===== config.mk =====
export PLATFORM = sky130hd
export DESIGN_NAME = bts_ctrl
export DESIGN_NICKNAME = d
export VERILOG_FILES = /design/src/design/bts_pkg.sv /design/src/design/bts_ctrl.sv
export SDC_FILE = /design/constraint.sdc
export NUM_CORES = 1
export LEC_CHECK = 0
export BUFFER_PORTS_ARGS = -buffer_cell sky130_fd_sc_hd__buf_2
export CAP_MARGIN = 25
export CORE_AREA = 3 3 40 42
export DETAILED_ROUTE_END_ITERATION = 12
export DIE_AREA = 0 0 43 45
export PLACE_DENSITY_LB_ADDON = 0.12
export SLEW_MARGIN = 25
export SYNTH_ARGS = -nofsm -noshare
export SYNTH_HDL_FRONTEND = slang
export SYNTH_SLANG_ARGS = --single-unit
export TNS_END_PERCENT = 10

===== constraint.sdc =====
create_clock -name clk -period 2.54 [get_ports clk]
set_input_delay 0.127 -clock clk [delete_from_list [all_inputs] [get_ports clk]]
set_output_delay 0.127 -clock clk [all_outputs]
set_load 0.02 [all_outputs]

===== src/design/bts_pkg.sv =====
// shared types, constants and the gamma table of the bilinear texture sampler
`default_nettype none
package bts_pkg;

  localparam int MAX_SIDE_LOG2_DEF       = 8;
  localparam int CHANNEL_BITS_DEF        = 16;
  localparam int PIXEL_FRACTION_BITS_DEF = 8;

  localparam int UV_FRAC_BITS = 16;
  localparam int COORD_W      = 26;
  localparam int FRAC_W       = 16;
  localparam int WGT_W        = 17;
  localparam int CFG_INDEX_W  = 2;

  localparam logic [2:0] MODE_WRITE_LIN  = 3'd0;
  localparam logic [2:0] MODE_WRITE_SRGB = 3'd1;
  localparam logic [2:0] MODE_READ       = 3'd2;
  localparam logic [2:0] MODE_PIXEL      = 3'd3;
  localparam logic [2:0] MODE_UV         = 3'd4;

  localparam logic [CFG_INDEX_W-1:0] REG_TEX_WIDTH  = 2'd0;
  localparam logic [CFG_INDEX_W-1:0] REG_TEX_HEIGHT = 2'd1;

  typedef struct packed {
    logic       capture;
    logic       coord;
    logic       tap;
    logic [1:0] tap_idx;
    logic       acc_en;
    logic       round;
    logic       read_capture;
    logic       load_out;
  } dp_cmd_t;

  typedef struct packed {
    logic [2:0] mode;
    logic       out_busy;
  } dp_status_t;

  typedef logic [12:0] gamma_tab_t [256];

  // largest n with (2n-1)^5 * 255^11 <= 2^65 * i^11
  function automatic gamma_tab_t build_gamma();
    gamma_tab_t   tab;
    logic [159:0] rhs;
    logic [159:0] lhs;
    int           n;
    bit           more;
    n = 0;
    for (int i = 0; i < 256; i++) begin
      rhs = 160'd1;
      for (int k = 0; k < 11; k++) rhs = rhs * 160'(i);
      rhs = rhs << 65;
      more = 1'b1;
      while (more && n < 8192) begin
        lhs = 160'd1;
        for (int k = 0; k < 5; k++) lhs = lhs * 160'(2 * n + 1);
        for (int k = 0; k < 11; k++) lhs = lhs * 160'd255;
        if (lhs <= rhs) n++;
        else more = 1'b0;
      end
      tab[i] = 13'(n);
    end
    return tab;
  endfunction

  localparam gamma_tab_t GAMMA = build_gamma();

endpackage
`default_nettype wire


===== src/design/bts_ctrl.sv =====
// sequencing state machine of the bilinear texture sampler
`default_nettype none
module bts_ctrl (
  input  wire logic               clk,
  input  wire logic               rst,
  input  wire logic               in_valid,
  output logic                    in_stall,
  input  wire bts_pkg::dp_status_t status,
  output bts_pkg::dp_cmd_t        cmd
);
  import bts_pkg::*;

  typedef enum logic [6:0] {
    S_IDLE  = 7'b0000001,
    S_COORD = 7'b0000010,
    S_TAP   = 7'b0000100,
    S_DRAIN = 7'b0001000,
    S_ROUND = 7'b0010000,
    S_READ  = 7'b0100000,
    S_DONE  = 7'b1000000
  } state_t;

  state_t     state, state_next;
  logic [1:0] tap, tap_next;

  assign in_stall = (state != S_IDLE);

  always_comb begin
    state_next = state;
    tap_next   = tap;
    cmd        = '0;
    cmd.tap_idx = tap;
    case (state)
      S_IDLE: begin
        if (in_valid) begin
          cmd.capture = 1'b1;
          state_next  = S_COORD;
        end
      end
      S_COORD: begin
        cmd.coord = 1'b1;
        tap_next  = 2'd0;
        if (status.mode == MODE_PIXEL || status.mode == MODE_UV) state_next = S_TAP;
        else if (status.mode == MODE_READ) state_next = S_READ;
        else state_next = S_DONE;
      end
      S_TAP: begin
        cmd.tap    = 1'b1;
        cmd.acc_en = (tap != 2'd0);
        tap_next   = tap + 2'd1;
        if (tap == 2'd3) state_next = S_DRAIN;
      end
      S_DRAIN: begin
        cmd.acc_en = 1'b1;
        state_next = S_ROUND;
      end
      S_ROUND: begin
        cmd.round  = 1'b1;
        state_next = S_DONE;
      end
      S_READ: begin
        cmd.read_capture = 1'b1;
        state_next       = S_DONE;
      end
      S_DONE: begin
        if (!status.out_busy) begin
          cmd.load_out = 1'b1;
          state_next   = S_IDLE;
        end
      end
      default: state_next = S_IDLE;
    endcase
  end

  always_ff @(posedge clk) begin
    if (rst) begin
      state <= S_IDLE;
      tap   <= 2'd0;
    end else begin
      state <= state_next;
      tap   <= tap_next;
    end
  end

endmodule
`default_nettype wire


# Word-level counts from Yosys, hierarchy flattened
# Index checks and enable logic that the tools add are counted.
classes:
  n_shift: 0
  div_mod_pow: 0
  mux: 16
  bitwise: 0
  n_eq_ne: 15
  n_lt_le_gt_ge: 0
  reduce_logical: 5
  mul: 0
  add_sub_neg: 1
op_table:
  columns: ["cell", "count"]
  rows:
  - ["one-hot mux 7 bit (6 select lines)", 1]
  - ["two-way mux 7 bit", 5]
  - ["two-way mux 1 bit", 8]
  - ["equality test 7 x 1 -> 1 bit, second input constant", 1]
  - ["equality test 7 x 2 -> 1 bit, second input constant", 1]
  - ["equality test 7 x 3 -> 1 bit, second input constant", 1]
  - ["equality test 7 x 4 -> 1 bit, second input constant", 1]
  - ["equality test 7 x 5 -> 1 bit, second input constant", 1]
  - ["equality test 7 x 6 -> 1 bit, second input constant", 1]
  - ["equality test 7 bit, second input constant", 1]
  - ["!= test 7 x 1 -> 1 bit, second input constant", 1]
  - ["equality test 3 x 2 -> 1 bit, second input constant", 2]
  - ["!= test 2 bit, second input constant", 3]
  - ["one-hot mux 2 bit (2 select lines)", 1]
  - ["nonzero test 2 bit", 2]
  - ["equality test 3 bit, second input constant", 1]
  - ["AND reduction 3 bit", 1]
  - ["adder 2 x 1 -> 2 bit, second input constant", 1]
  - ["equality test 2 bit, second input constant", 1]
  - ["one-hot mux 1 bit (2 select lines)", 1]
  - ["OR reduction 2 bit", 1]
  - ["logical OR 1 bit", 1]
totals:
  ramBits: 0
  rom_bits: 0
  register_bits: 9
  memories: 0
  in_bits: 7
  wordCells: 39
  out_inout_bits: 10
  latch_bits: 0

# Logic depth before layout (Yosys ltp)
logic_depth:
  word_depth: 4
  depth_mapped: 6
  ltp_nobuf: 5

# Worst setup path before layout
# No wires, ideal clock.
synth_timing:
  path_kind: "reg2out"
  startpoint: "reg tap[0]"
  endpoint: "out cmd[3] in the netlist's numbering"
  path_slack_ps: 843
  t_required_ps: 2413
  t_arrival_ps: 1570
  path_stages_with_launch: 5
  path_buffers: 0
  path_cell_list: "dfxtp_1 > inv_1 > ha_1 > or3b_2 > a21oi_1"
synth_lines:
  columns: ["item", "line", "text"]
  rows:
  - ["start, declared", "bts_ctrl.sv:24", "logic [1:0] tap, tap_next;"]
  - ["start signal, assigned", "bts_ctrl.sv:81", "tap <= tap_next;"]
  - ["end, declared", "bts_ctrl.sv:9", "output bts_pkg::dp_cmd_t cmd"]

==> results.txt <==
GR peak layer -> met2
Final setup viols -> 0
Number of global-route vias before repair -> 559
Fmax -> 0.514 GHz
Setup TNS -> 0 ns
Maxcap violations -> 0
Fillers -> 128
Final Cycle Share -> 0.766
Initial antenna violation count -> 0
Die area -> 1940 um2
Req. time, crit path -> 2.41 ns
Ports -> 17
CP cell instances -> or3_4 > or4_4 > clkinv_2 > buf_2
Crit start category -> flip-flop
PD cells -> 408 nW/um2
Post-CTS Resized -> 0
Largest net degree at the start of global routing -> 13
Final critical-path setup slack -> 0.595 ns
Clk Latency, worst-skew pair -> 0.27 ns
Post-CTS setup buffer count -> 0
H-tree levels -> 1
Commonest non-fill, non-tap cell in the layout -> buf_2
Reg-to-reg slack, setup -> 0.91 ns
Crit Path Class -> flip-flop to output pin
GR Layer Usage met2 -> 0.284
Share of layout cells above drive strength 1 -> 0.255
Core region area -> 1280 um2
Std-Cell Rows -> 13
Hold WC Path Type -> primary input to flip-flop
Hold path cells -> 2
Cts bufs inserted -> 3
Initial Util -> 0.509
Int Pwr -> 0.223 mW
CP endpoint kind -> output pin
Routability Congestion -> 0.845
Outcome -> finished clean
CTS tree -> done
Clock network fraction of total power -> 0.368
PortBufs -> 16
Slew Viols, Final -> 0
Num Clock Sinks -> 9
Seq/Total Area, Yosys -> 0.275
Critical Path AT -> 1.82 ns
Reg clk slew, reported paths -> 0.06 ns
Commonest non-fill, non-tap cells in the layout -> 16 x buf_2, 9 x dfxtp_1, 6 x a21oi_1
Register area -> 180 um2
CP Max Fanout -> 9
Detailed Routing Iterations Pass 1 -> 4
Psw -> 0.0831 mW
Cts hold-fix bufs -> 0
Inserted Diodes -> 0
Sw Share -> 0.272
Worst vdd ir -> 286 uV
Slew @ Worst Pin -> 0.577 ns
Critical path's largest stage delay -> 0.53 ns
Met3 Usage GRT -> 0.0359
Chip Height -> 45 um
Multi-input logic area -> 420 um2
RSZ-0062 raised after global routing -> false
Clock Path Buffers -> 2
Max stage delay cell, worst path -> or4_4
Leakage power -> 0.325 nW
Hold path start -> status[1]
Initial DRC count -> 11
Via Count -> 639
Hold Path End -> state[5]
GRT met1 Usage -> 0.216
Power after layout -> 0.306 mW
Minimum clock period -> 1.95 ns
Syn Nets -> 93
R2r startpoint -> state[4]
Register bit count reported by yosys -> 9
Clock Skews -> 0.00780 ns
Pre-CTS setup slack -> 0.892 ns
Synthesized area per cell -> 7.79 um2
DRC Markers -> 0
Area Growth Syn to Fin -> 14.5%
Cells after Synth -> 84
Comb pwr share -> 0.140
WL per Instance -> 12.9 um
HPWL after DPL -> 1110 um
Post-Syn Area -> 654 um2
Final wirelength -> 1460 um
Clk Tree Root Cell -> clkbuf_4
Slew HR -> 0.612
R2R depth -> 4
Warning count from the yosys run -> 0
Worst r2r dst -> state[2]
Die Wd -> 43 um
Final ANT Viol Nets -> 0
NumNets Final -> 108
Vias per Instance -> 5.65
Unique masters post-synth -> 37
CP bufs+invs -> 2
Grt ovf -> 0
First-pass GRT wire length -> 2430 um
Crit-path leading delay family -> simple AND/OR/NAND/NOR gates
Flop pwr share -> 0.492
GRT Resource Usage Total -> 0.173
Final Hold Fails -> 0
Yosys cell counts:
cell      instances  area, um2
or4_4             1       11.3
and2_1            1       6.26
nand3_1           3       15.0
clkinv_2          1       5.00
and3b_1           1       8.76
nor4b_1           2       17.5
nand4b_1          1       8.76
nor4_1            2       12.5
or3b_2            1       8.76
nand3_2           1       10.0
o21ai_0           1       5.00
mux2i_1           1       10.0
clkbuf_1          5       18.8
nand3b_1          1       7.51
nor4_2            1       12.5
nor4bb_1          1       10.0
o311ai_0          1       8.76
buf_6             1       11.3
nor3_1            3       15.0
nand2_1           5       18.8
a31oi_1           1       6.26
ha_1              2       25.0
nand4_1           1       6.26
o21a_1            1       7.51
or3_4             1       11.3
or3_1             2       12.5
inv_1             5       18.8
dfxtp_1           9        180
a21oi_1           6       30.0
o211ai_1          2       15.0
xor2_1            1       8.76
and3_1            2       12.5
nand2b_1          5       31.3
nor2_1            5       18.8
a311oi_1          1       8.76
nor3b_1           2       15.0
nor2b_1           4       25.0
through the flow:
step                      std cells  hold slack [ns]  area [um2]  utilization
after detailed placement        109            0.335         723        0.563
final                           113           0.0632         749        0.583
after global placement          109            0.331         723        0.563
after global routing            113           0.0732         749        0.583
after floorplan                  84            0.196         654            -
after CTS                       113           0.0627         749        0.583
how the worst max path moves through the flow:
| stage | from | endpoint | cells past startpoint |
|---|---|---|---|
| detailed placement | state[4] | cmd[7] | 4 |
| global route | state[4] | cmd[7] | 4 |
| floorplan | tap[0] | cmd[3] | 4 |
| CTS | state[4] | cmd[7] | 4 |
| finish | state[4] | cmd[7] | 4 |
| global placement | state[4] | cmd[7] | 4 |
metal layers:
layer | vias up | wire length (um)
li1 | 326 | -
met1 | 290 | 684
met2 | 19 | 665
met3 | 4 | 74
met4 | 0 | 32
met5 | - | 0
final cells by class:
type / count / area share
Clock buffer: 4 / 0.0351
Inverter: 6 / 0.0317
Multi-Input combinational cell: 63 / 0.561
Sequential cell: 9 / 0.240
Tap cell: 15 / 0.0250
Timing Repair Buffer: 16 / 0.107
kinds of logic after synthesis:
logic type / count (synthesis) / share of synthesized area
AND/OR/NAND/NOR: 46 / 0.451
AO/OA/AOI/OAI: 13 / 0.124
buffers and inverters: 12 / 0.0822
flip-flops: 9 / 0.275
adder cells (fa/ha/maj): 2 / 0.0382
XOR/XNOR: 1 / 0.0134
multiplexers: 1 / 0.0153
power by group through the flow:
stage | registers, mW | clock network (mW) | logic, mW
after floorplan | 0.148 | 0 | 0.0330
after global placement | 0.154 | 0 | 0.0425
after detailed placement | 0.154 | 0 | 0.0429
after CTS | 0.151 | 0.113 | 0.0430
after global routing | 0.151 | 0.117 | 0.0478
final | 0.151 | 0.113 | 0.0427
state kept, by name, indices dropped and copies added (netlist names):
| register | cells |
|---|---|
| tap | 2 |
| state | 7 |
(Power assumes the default switching activity.)
